--- src/sv/sqmp_pkg.sv ---
// ----------------------------------------------------------------------------
// sqmp_pkg
// Types and constants shared by the square matrix power unit and its checker.
// ----------------------------------------------------------------------------
package sqmp_pkg;

   localparam int DATA_W = 32;
   localparam int DIM_W  = 3;
   localparam int IDX_W  = 2;
   localparam int EXP_W  = 16;

   localparam logic KIND_LOAD  = 1'b0;
   localparam logic KIND_POWER = 1'b1;

   // bank 0 of the work RAM holds the stored matrix
   localparam logic [1:0] BANK_BASE = 2'd0;

   typedef enum logic [2:0] {
      ST_IDLE,
      ST_STEP,
      ST_MUL,
      ST_DRAIN,
      ST_EMIT
   } state_type;

   typedef enum logic [1:0] {
      OP_PRODUCT,
      OP_SQUARE,
      OP_COPY
   } op_type;

   typedef struct packed {
      logic                     kind;
      logic [IDX_W-1:0]         entry_row;
      logic [IDX_W-1:0]         entry_col;
      logic signed [DATA_W-1:0] entry_value;
      logic [EXP_W-1:0]         exponent;
   } req_type;

   typedef struct packed {
      logic [IDX_W-1:0]         out_row;
      logic [IDX_W-1:0]         out_col;
      logic signed [DATA_W-1:0] out_value;
      logic                     last;
   } rsp_type;

endpackage

--- src/sv/square_matrix_power_unit.sv ---
// ----------------------------------------------------------------------------
// square_matrix_power_unit
// Stores a square integer matrix and raises it to a power in place, then
// streams out every entry in row-major order.
// ----------------------------------------------------------------------------
// A load item writes the stored matrix and busy stays low. A power item raises the
// matrix by square-and-multiply on one shared 32x32 multiplier: each matrix
// product runs d*d*d multiply-accumulate steps, where d is the dimension in
// use, and then drains the multiply-accumulate pipeline. An
// exponent e >= 2 needs floor(log2 e) squarings and popcount(e)-1 products,
// then a copy into the stored matrix; the step state runs between passes.
// Emission reads one entry per cycle, so the d*d results come on consecutive
// cycles, the first after the RAM read stage and the result register.
// Results are strobed for one cycle each and cannot be held off; busy drops
// as the last entry is read, in the cycle before its strobe.
// The dimension register is sampled when a power item is accepted.
// ----------------------------------------------------------------------------
module square_matrix_power_unit #(
   parameter int MAX_DIM = 4
) (
   input  logic                         clock,
   input  logic                         reset,
   input  logic                         start,
   output logic                         busy,
   input  sqmp_pkg::req_type            req_item,
   output logic                         rsp_strobe,
   output sqmp_pkg::rsp_type            rsp_item,
   input  logic                         csr_we,
   input  logic [sqmp_pkg::DIM_W-1:0]   csr_wdata
);

   localparam int CELLS  = MAX_DIM * MAX_DIM;
   localparam int IW     = (MAX_DIM > 1) ? $clog2(MAX_DIM) : 1;
   localparam int CW     = (CELLS > 1) ? $clog2(CELLS) : 1;
   localparam int DW     = $clog2(MAX_DIM + 1);
   localparam int AW     = 2 + CW;
   localparam int DEPTH  = 1 << AW;
   localparam int DATA_W = sqmp_pkg::DATA_W;

   function automatic logic [CW-1:0] cell_of(input logic [IW-1:0] row,
                                             input logic [IW-1:0] col);
      return CW'(int'(row) * MAX_DIM + int'(col));
   endfunction

   // any work bank that holds neither the square nor the running product
   function automatic logic [1:0] free_bank(input logic [1:0] sq,
                                            input logic [1:0] rp);
      logic [1:0] pick;
      pick = 2'd3;
      for (int b = 3; b >= 1; b--) begin
         if (2'(b) != sq && 2'(b) != rp) begin
            pick = 2'(b);
         end
      end
      return pick;
   endfunction

   // control state
   sqmp_pkg::state_type     state_ff, state_in;
   sqmp_pkg::op_type        op_ff, op_in;
   logic [sqmp_pkg::DIM_W-1:0] dim_ff, dim_in;
   logic [DW-1:0]           d_ff, d_in;
   logic [sqmp_pkg::EXP_W-1:0] rc_ff, rc_in;
   logic                    have_ff, have_in;
   logic                    sqphase_ff, sqphase_in;
   logic [1:0]              sq_bank_ff, sq_bank_in;
   logic [1:0]              rp_bank_ff, rp_bank_in;
   logic [1:0]              dst_bank_ff, dst_bank_in;
   logic [1:0]              a_bank_ff, a_bank_in;
   logic [1:0]              b_bank_ff, b_bank_in;
   logic [IW-1:0]           i_ff, i_in;
   logic [IW-1:0]           j_ff, j_in;
   logic [IW-1:0]           k_ff, k_in;
   logic [CELLS-1:0]        base_vld_ff, base_vld_in;

   // pipeline
   logic                    s1_vld_ff, s1_vld_in;
   logic                    s1_emit_ff, s1_emit_in;
   logic                    s1_first_ff, s1_first_in;
   logic                    s1_last_ff, s1_last_in;
   logic [CW-1:0]           s1_cell_ff, s1_cell_in;
   logic [IW-1:0]           s1_row_ff, s1_row_in;
   logic [IW-1:0]           s1_col_ff, s1_col_in;
   logic                    s1_elast_ff, s1_elast_in;
   logic                    a_zero_ff, a_zero_in;
   logic                    b_zero_ff, b_zero_in;
   logic                    s2_vld_ff, s2_vld_in;
   logic                    s2_first_ff, s2_first_in;
   logic                    s2_last_ff, s2_last_in;
   logic [CW-1:0]           s2_cell_ff, s2_cell_in;
   logic [DATA_W-1:0]       prod_ff, prod_in;
   logic [DATA_W-1:0]       acc_ff, acc_in;
   logic                    rsp_strobe_ff, rsp_strobe_in;
   sqmp_pkg::rsp_type       rsp_item_ff, rsp_item_in;

   // RAM
   logic                    wr_en;
   logic [AW-1:0]           wr_addr;
   logic [DATA_W-1:0]       wr_data;
   logic [AW-1:0]           rd_addr_a, rd_addr_b;
   logic [DATA_W-1:0]       rd_data_a, rd_data_b;

   logic [IW-1:0]           last_idx, kmax;
   logic [DW-1:0]           d_eff;
   logic                    accept;
   logic                    load_hit;
   logic [CW-1:0]           load_cell;
   logic [DATA_W-1:0]       a_val, b_val, sum;

   sqmp_ram #(
      .WIDTH (DATA_W),
      .DEPTH (DEPTH)
   ) u_ram (
      .clock     (clock),
      .wr_en     (wr_en),
      .wr_addr   (wr_addr),
      .wr_data   (wr_data),
      .rd_addr_a (rd_addr_a),
      .rd_data_a (rd_data_a),
      .rd_addr_b (rd_addr_b),
      .rd_data_b (rd_data_b)
   );

   assign accept   = start && (state_ff == sqmp_pkg::ST_IDLE);
   assign busy     = (state_ff != sqmp_pkg::ST_IDLE);
   assign last_idx = IW'(d_ff - DW'(1));
   assign kmax     = (op_ff == sqmp_pkg::OP_COPY) ? '0 : last_idx;
   assign load_hit = (int'(req_item.entry_row) < MAX_DIM)
                  && (int'(req_item.entry_col) < MAX_DIM);
   assign load_cell = CW'(int'(req_item.entry_row) * MAX_DIM
                        + int'(req_item.entry_col));

   always_comb begin
      if (dim_ff == '0) begin
         d_eff = DW'(1);
      end else if (int'(dim_ff) > MAX_DIM) begin
         d_eff = DW'(MAX_DIM);
      end else begin
         d_eff = DW'(dim_ff);
      end
   end

   // operand select; unwritten base entries read as zero
   assign a_val = a_zero_ff ? '0 : rd_data_a;
   assign b_val = (op_ff == sqmp_pkg::OP_COPY) ? DATA_W'(1)
                : (b_zero_ff ? '0 : rd_data_b);
   assign prod_in = a_val * b_val;
   assign sum     = s2_first_ff ? prod_ff : acc_ff + prod_ff;

   always_ff @(posedge clock) begin
      if (reset) begin
         state_ff      <= sqmp_pkg::ST_IDLE;
         op_ff         <= sqmp_pkg::OP_PRODUCT;
         dim_ff        <= sqmp_pkg::DIM_W'(4);
         d_ff          <= DW'(1);
         rc_ff         <= '0;
         have_ff       <= 1'b0;
         sqphase_ff    <= 1'b0;
         sq_bank_ff    <= sqmp_pkg::BANK_BASE;
         rp_bank_ff    <= sqmp_pkg::BANK_BASE;
         dst_bank_ff   <= sqmp_pkg::BANK_BASE;
         a_bank_ff     <= sqmp_pkg::BANK_BASE;
         b_bank_ff     <= sqmp_pkg::BANK_BASE;
         i_ff          <= '0;
         j_ff          <= '0;
         k_ff          <= '0;
         base_vld_ff   <= '0;
         s1_vld_ff     <= 1'b0;
         s1_emit_ff    <= 1'b0;
         s2_vld_ff     <= 1'b0;
         rsp_strobe_ff <= 1'b0;
      end else begin
         state_ff      <= state_in;
         op_ff         <= op_in;
         dim_ff        <= dim_in;
         d_ff          <= d_in;
         rc_ff         <= rc_in;
         have_ff       <= have_in;
         sqphase_ff    <= sqphase_in;
         sq_bank_ff    <= sq_bank_in;
         rp_bank_ff    <= rp_bank_in;
         dst_bank_ff   <= dst_bank_in;
         a_bank_ff     <= a_bank_in;
         b_bank_ff     <= b_bank_in;
         i_ff          <= i_in;
         j_ff          <= j_in;
         k_ff          <= k_in;
         base_vld_ff   <= base_vld_in;
         s1_vld_ff     <= s1_vld_in;
         s1_emit_ff    <= s1_emit_in;
         s2_vld_ff     <= s2_vld_in;
         rsp_strobe_ff <= rsp_strobe_in;
      end
   end

   always_ff @(posedge clock) begin
      s1_first_ff <= s1_first_in;
      s1_last_ff  <= s1_last_in;
      s1_cell_ff  <= s1_cell_in;
      s1_row_ff   <= s1_row_in;
      s1_col_ff   <= s1_col_in;
      s1_elast_ff <= s1_elast_in;
      a_zero_ff   <= a_zero_in;
      b_zero_ff   <= b_zero_in;
      s2_first_ff <= s2_first_in;
      s2_last_ff  <= s2_last_in;
      s2_cell_ff  <= s2_cell_in;
      prod_ff     <= prod_in;
      acc_ff      <= acc_in;
      rsp_item_ff <= rsp_item_in;
   end

   always_comb begin
      state_in    = state_ff;
      op_in       = op_ff;
      dim_in      = csr_we ? csr_wdata : dim_ff;
      d_in        = d_ff;
      rc_in       = rc_ff;
      have_in     = have_ff;
      sqphase_in  = sqphase_ff;
      sq_bank_in  = sq_bank_ff;
      rp_bank_in  = rp_bank_ff;
      dst_bank_in = dst_bank_ff;
      a_bank_in   = a_bank_ff;
      b_bank_in   = b_bank_ff;
      i_in        = i_ff;
      j_in        = j_ff;
      k_in        = k_ff;
      s1_vld_in   = 1'b0;
      s1_emit_in  = 1'b0;
      s1_first_in = (k_ff == '0);
      s1_last_in  = (k_ff == kmax);
      s1_cell_in  = cell_of(i_ff, j_ff);
      s1_row_in   = i_ff;
      s1_col_in   = j_ff;
      s1_elast_in = (i_ff == last_idx) && (j_ff == last_idx);
      rd_addr_a   = {a_bank_ff, cell_of(i_ff, k_ff)};
      rd_addr_b   = {b_bank_ff, cell_of(k_ff, j_ff)};

      case (state_ff)
         sqmp_pkg::ST_IDLE: begin
            if (accept && req_item.kind == sqmp_pkg::KIND_POWER) begin
               d_in       = d_eff;
               rc_in      = req_item.exponent;
               have_in    = 1'b0;
               sqphase_in = 1'b0;
               sq_bank_in = sqmp_pkg::BANK_BASE;
               i_in       = '0;
               j_in       = '0;
               k_in       = '0;
               if (req_item.exponent < sqmp_pkg::EXP_W'(2)) begin
                  state_in = sqmp_pkg::ST_EMIT;
               end else begin
                  state_in = sqmp_pkg::ST_STEP;
               end
            end
         end
         sqmp_pkg::ST_STEP: begin
            if (!sqphase_ff) begin
               if (rc_ff[0] && have_ff) begin
                  op_in       = sqmp_pkg::OP_PRODUCT;
                  a_bank_in   = rp_bank_ff;
                  b_bank_in   = sq_bank_ff;
                  dst_bank_in = free_bank(sq_bank_ff, rp_bank_ff);
                  state_in    = sqmp_pkg::ST_MUL;
               end else begin
                  if (rc_ff[0]) begin
                     rp_bank_in = sq_bank_ff;
                     have_in    = 1'b1;
                  end
                  rc_in      = rc_ff >> 1;
                  sqphase_in = 1'b1;
               end
            end else if (rc_ff != '0) begin
               op_in       = sqmp_pkg::OP_SQUARE;
               a_bank_in   = sq_bank_ff;
               b_bank_in   = sq_bank_ff;
               dst_bank_in = free_bank(sq_bank_ff, rp_bank_ff);
               state_in    = sqmp_pkg::ST_MUL;
            end else begin
               op_in       = sqmp_pkg::OP_COPY;
               a_bank_in   = rp_bank_ff;
               b_bank_in   = rp_bank_ff;
               dst_bank_in = sqmp_pkg::BANK_BASE;
               state_in    = sqmp_pkg::ST_MUL;
            end
         end
         sqmp_pkg::ST_MUL: begin
            s1_vld_in = 1'b1;
            if (op_ff == sqmp_pkg::OP_COPY) begin
               rd_addr_a = {a_bank_ff, cell_of(i_ff, j_ff)};
            end
            if (k_ff == kmax) begin
               k_in = '0;
               if (j_ff == last_idx) begin
                  j_in = '0;
                  if (i_ff == last_idx) begin
                     i_in     = '0;
                     state_in = sqmp_pkg::ST_DRAIN;
                  end else begin
                     i_in = i_ff + IW'(1);
                  end
               end else begin
                  j_in = j_ff + IW'(1);
               end
            end else begin
               k_in = k_ff + IW'(1);
            end
         end
         sqmp_pkg::ST_DRAIN: begin
            // wait for the last write of the product to land
            if (!s1_vld_ff && !s2_vld_ff) begin
               case (op_ff)
                  sqmp_pkg::OP_PRODUCT: begin
                     rp_bank_in = dst_bank_ff;
                     rc_in      = rc_ff >> 1;
                     sqphase_in = 1'b1;
                     state_in   = sqmp_pkg::ST_STEP;
                  end
                  sqmp_pkg::OP_SQUARE: begin
                     sq_bank_in = dst_bank_ff;
                     sqphase_in = 1'b0;
                     state_in   = sqmp_pkg::ST_STEP;
                  end
                  default: begin
                     state_in = sqmp_pkg::ST_EMIT;
                  end
               endcase
            end
         end
         sqmp_pkg::ST_EMIT: begin
            s1_emit_in = 1'b1;
            rd_addr_a  = {sqmp_pkg::BANK_BASE, cell_of(i_ff, j_ff)};
            if (j_ff == last_idx) begin
               j_in = '0;
               if (i_ff == last_idx) begin
                  i_in     = '0;
                  state_in = sqmp_pkg::ST_IDLE;
               end else begin
                  i_in = i_ff + IW'(1);
               end
            end else begin
               j_in = j_ff + IW'(1);
            end
         end
         default: begin
            state_in = sqmp_pkg::ST_IDLE;
         end
      endcase
   end

   always_comb begin
      a_zero_in = (rd_addr_a[AW-1:CW] == sqmp_pkg::BANK_BASE)
               && !base_vld_ff[rd_addr_a[CW-1:0]];
      b_zero_in = (rd_addr_b[AW-1:CW] == sqmp_pkg::BANK_BASE)
               && !base_vld_ff[rd_addr_b[CW-1:0]];
   end

   // multiply-accumulate and write-back
   assign s2_vld_in   = s1_vld_ff;
   assign s2_first_in = s1_first_ff;
   assign s2_last_in  = s1_last_ff;
   assign s2_cell_in  = s1_cell_ff;
   assign acc_in      = s2_vld_ff ? sum : acc_ff;

   always_comb begin
      wr_en       = 1'b0;
      wr_addr     = {dst_bank_ff, s2_cell_ff};
      wr_data     = sum;
      base_vld_in = base_vld_ff;
      if (s2_vld_ff && s2_last_ff) begin
         wr_en = 1'b1;
      end else if (accept && req_item.kind == sqmp_pkg::KIND_LOAD && load_hit) begin
         wr_en   = 1'b1;
         wr_addr = {sqmp_pkg::BANK_BASE, load_cell};
         wr_data = req_item.entry_value;
      end
      if (wr_en && wr_addr[AW-1:CW] == sqmp_pkg::BANK_BASE) begin
         base_vld_in[wr_addr[CW-1:0]] = 1'b1;
      end
   end

   // result register
   always_comb begin
      rsp_strobe_in         = s1_emit_ff;
      rsp_item_in.out_row   = sqmp_pkg::IDX_W'(s1_row_ff);
      rsp_item_in.out_col   = sqmp_pkg::IDX_W'(s1_col_ff);
      rsp_item_in.out_value = a_val;
      rsp_item_in.last      = s1_elast_ff;
   end

   assign rsp_strobe = rsp_strobe_ff;
   assign rsp_item   = rsp_item_ff;

endmodule

--- src/sv/sqmp_ram.sv ---
// ----------------------------------------------------------------------------
// sqmp_ram
// Generic RAM: one write port, two read ports, registered read data.
// ----------------------------------------------------------------------------
module sqmp_ram #(
   parameter int WIDTH = 32,
   parameter int DEPTH = 64
) (
   input  logic                     clock,
   input  logic                     wr_en,
   input  logic [$clog2(DEPTH)-1:0] wr_addr,
   input  logic [WIDTH-1:0]         wr_data,
   input  logic [$clog2(DEPTH)-1:0] rd_addr_a,
   output logic [WIDTH-1:0]         rd_data_a,
   input  logic [$clog2(DEPTH)-1:0] rd_addr_b,
   output logic [WIDTH-1:0]         rd_data_b
);

   logic [WIDTH-1:0] mem_ff [DEPTH];

   always_ff @(posedge clock) begin
      if (wr_en) begin
         mem_ff[wr_addr] <= wr_data;
      end
      rd_data_a <= mem_ff[rd_addr_a];
      rd_data_b <= mem_ff[rd_addr_b];
   end

endmodule

--- config.mk ---
export PLATFORM = sky130hd
export DESIGN_NAME = square_matrix_power_unit
export DESIGN_NICKNAME = d
export VERILOG_FILES = /design/src/sv/sqmp_pkg.sv /design/src/sv/square_matrix_power_unit.sv /design/src/sv/sqmp_ram.sv
export SDC_FILE = /design/constraint.sdc
export NUM_CORES = 2
export LEC_CHECK = 0
export BUFFER_PORTS_ARGS = -buffer_cell sky130_fd_sc_hd__buf_2
export CAP_MARGIN = 30
export CORE_MARGIN = 4
export CORE_UTILIZATION = 26
export CTS_CLUSTER_DIAMETER = 80
export DETAILED_ROUTE_END_ITERATION = 8
export SLEW_MARGIN = 20
export SYNTH_ARGS = -nofsm -noshare
export SYNTH_HDL_FRONTEND = slang
export SYNTH_SLANG_ARGS = --single-unit
export TNS_END_PERCENT = 50
--- constraint.sdc ---
create_clock -name clock -period 23.3 [get_ports clock]
set_clock_uncertainty 0.1 [all_clocks]
set_input_delay 5.825 -clock clock [delete_from_list [all_inputs] [get_ports clock]]
set_output_delay 5.825 -clock clock [all_outputs]
set_load 0.1 [all_outputs]
==> metrics.md <==
| Metric | Value |
|---|---|
| Syn avg cell area | 17.8 sq um |
| FF+latch area | 66700 sq um |
| Status | completed |
| Critical Path AT | 9910 ps |
| GRT Total Usage | 16.8% |
| Post-CTS setup buffer count | 0 |
| Die H | 683 um |
| Final setup viols | 0 |
| Largest net degree at the start of global routing | 119 |
| Critical path's slowest cell | nand2_1 |
| Starting Density | 26.1% |
| H-Tree Depth | 4 |
| I/O pins | 99 |
| Final instance area | 135000 sq um |
| Most frequent cell after synthesis | edfxtp_1 |
| Number of CTS-inserted buffers | 244 |
| Via/cell ratio | 5.36 |
| Synth Warn # | 0 |
| Number of synthesized flops with an enable pin | 2080 |
| Average wire per standard cell | 30.6 um |
| Worst-margin pin slew | 1230 ps |
| Crit path kind | register to register |
| Clk slew on worst S/H paths | 60 ps |
| Post-route ant nets | 0 |
| Antenna violations before repair | 53 |
| Synthesized cell area | 118000 sq um |
| Post-synth top area share | 52.8% |
| Seq/Total Area, Yosys | 56.3% |
| Final nets | 7396 |
| Post-synth net total | 7281 |
| Clk buf depth | 4 |
| Buffers plus inverters on the worst setup path | 5 |
| CTS tree | done |
| First-pass GRT wire length | 555000 um |
| Post-DP HPWL | 264000 um |
| Worst vdd ir | 0.0000691 V |
| Layout area overhead | 13.9% |
| Buffers on Ports | 98 |
| Die W | 683 um |
| Max cap viols | 0 |
| DRT Pass-1 Iters | 7 |
| Vias in the first global route | 70456 |
| CP endpoint kind | register |
| Dominant synthesized flop cell | edfxtp_1 |
| Hold-fix buffers, CTS | 0 |
| Via count | 69712 |
| Max_slew headroom | 17.7% |
| Fin. max-slew vios | 0 |
| Top cells by area, synth | edfxtp_1 53%, mux4_2 25%, fa_1 6.9% |
| Clk_lat worst skew | 920 ps |
| Crit share post-route | 39.3% |
| FF+latch count, synth | 2288 |
| Tmin final | 9160 ps |
| Hold Vio Cnt, Final | 0 |
| Layout cells sized above 1 | 30.4% |
| Maximum clock frequency | 109 MHz |
| Highest net fanout along the worst path | 61 |
| # DRC | 0 |
| Crit path largest cell delay | 680 ps |
| Fillers | 43991 |
| Gp weighted congestion | 0.925 |
| Number of distinct library cells after synthesis | 68 |
| Starting DRT DRC Count | 9845 |
| Worst path most repeated cell | fa_1 |
| Synth Instances | 6657 |
| Root buffer selected by CTS | clkbuf_16 |
| Asr flop ratio synth | 0% |
| Clk sinks | 2288 |
| Placed cell area | 127000 sq um |
| CP delay by family, top | adder cells |
| PwrDens | 81.8 nW/um^2 |
| Post-cts sizing count | 0 |
| Grt total ovfl | 0 |
| Synth area leader | edfxtp_1 |
| Core footprint | 453000 sq um |
| TNS Setup | 0 ps |
| Worst Path Required | 24050 ps |
| Final wirelength | 399000 um |
| Footprint of the multi-input gates | 48900 sq um |
| Post-synth top cells | 2080 x edfxtp_1, 1311 x mux4_2, 468 x nor2_1 |
| FP Rows | 247 |
| Hold Crit Class | register to register |
| Pleak | 0.0432 uW |
| Startpoint types | register |
| RSZ-0062 raised after global routing | false |
| Die area | 466000 sq um |
-- registers in the layout, summed over array words and instances (netlist names), 3 cells and up --
register	count
u_ram.mem_ff	2048
rsp_item	36
acc_ff	32
prod_ff	32
u_ram.rd_data_a	32
u_ram.rd_data_b	32
base_vld_ff	16
rc_ff	16
dim_ff	3
state_ff	3
-- metrics by stage --
stage                     power (uW)  util [%]  hold WS, ps  worst slack [ps]  cells
after floorplan                 6260         -          210             13690   6657
after global placement          7250      28.0          211             13450  12482
after detailed placement        7300      28.0          212             13380  12490
after CTS                      11000      29.7          226             14100  12929
after global routing           11400      29.7          233             13500  12945
final                          11000      29.8          226             14140  13017
-- layout by cell type, fill, tap and decap left out, types with 10 or more instances in the layout --
master     instances
nor2_1           400
mux2_4            10
nand3_1           42
mux4_2          1311
mux2_2            34
xnor2_1           90
nor4_1            15
inv_1            436
buf_4            194
a22oi_1           68
clkinv_4          10
fa_1             409
clkbuf_16        247
xor2_1            23
a31oi_1           17
bufinv_16         13
buf_12            11
mux2i_1           23
a21o_1            28
edfxtp_1        2080
a211oi_1          11
a311oi_1          16
nor3_1            16
a21oi_1           75
clkinv_1          38
nor2b_1           16
nor2_4            68
dfxtp_1          198
ha_1             155
o21ai_0           67
clkbuf_1          60
o21a_1            10
clkinv_2          55
buf_2             99
nand2_1          382
and3_1            36
diode_2           76
nand2b_1          54
-- worst reg2reg max path: cells and delay by family, from the launching register on --
family / cells / cell delay, ps
XOR/XNOR: 1 / 180
adder cells (fa/ha/maj): 9 / 4220
AO/OA/AOI/OAI: 7 / 1900
flip-flops: 1 / 410
AND/OR/NAND/NOR: 5 / 1610
buffers and inverters: 5 / 700
-- worst paths after layout --
path	startpoint	endpoint	depth (start not counted)	slack (ps)
setup reg to reg	op_ff[0]	prod_ff[30]	27	14140
hold reg to reg	s1_cell_ff[1]	s2_cell_ff[1]	0	230
hold / removal	s1_cell_ff[1]	s2_cell_ff[1]	0	230
setup / recovery	op_ff[0]	prod_ff[30]	27	14140
-- where the power goes --
part           leakage [uW]  switching (uW)  internal, uW
Sequential           0.0208             109          4960
Clock               0.00372            1650          2110
Combinational        0.0187            1650           547
Total                0.0432            3410          7620
-- metal layers --
layer	global-route usage, %	up-vias	share of wire (%)
li1	-	26693	-
met5	0	-	0.041
met1	21.3	37537	36
met4	6.92	24	4.8
met2	25.9	4679	46
met3	6.03	779	13
-- layout make-up --
cell class                      instances  area share, %
Sequential cell                      2288           49.4
Multi-Input combinational cell       3479           36.3
Tap cell                             5976           5.55
Clock buffer                          316           4.84
Timing Repair Buffer                  311           1.73
Inverter                              448           1.25
Clock inverter                        123          0.780
Antenna cell                           76          0.141
-- logic make-up (layout without fill, tap and decap cells) --
group                    after synthesis  in the layout  synth area share [%]
other                                  0             76                     0
AO/OA/AOI/OAI                        354            354                  1.95
AND/OR/NAND/NOR                     1069           1069                  3.82
flip-flops                          2288           2288                  56.3
XOR/XNOR                             114            114                 0.855
adder cells (fa/ha/maj)              564            564                  8.56
multiplexers                        1378           1378                  25.6
buffers and inverters                890           1198                  2.93
Note: power is estimated with default switching activity, not from simulation.
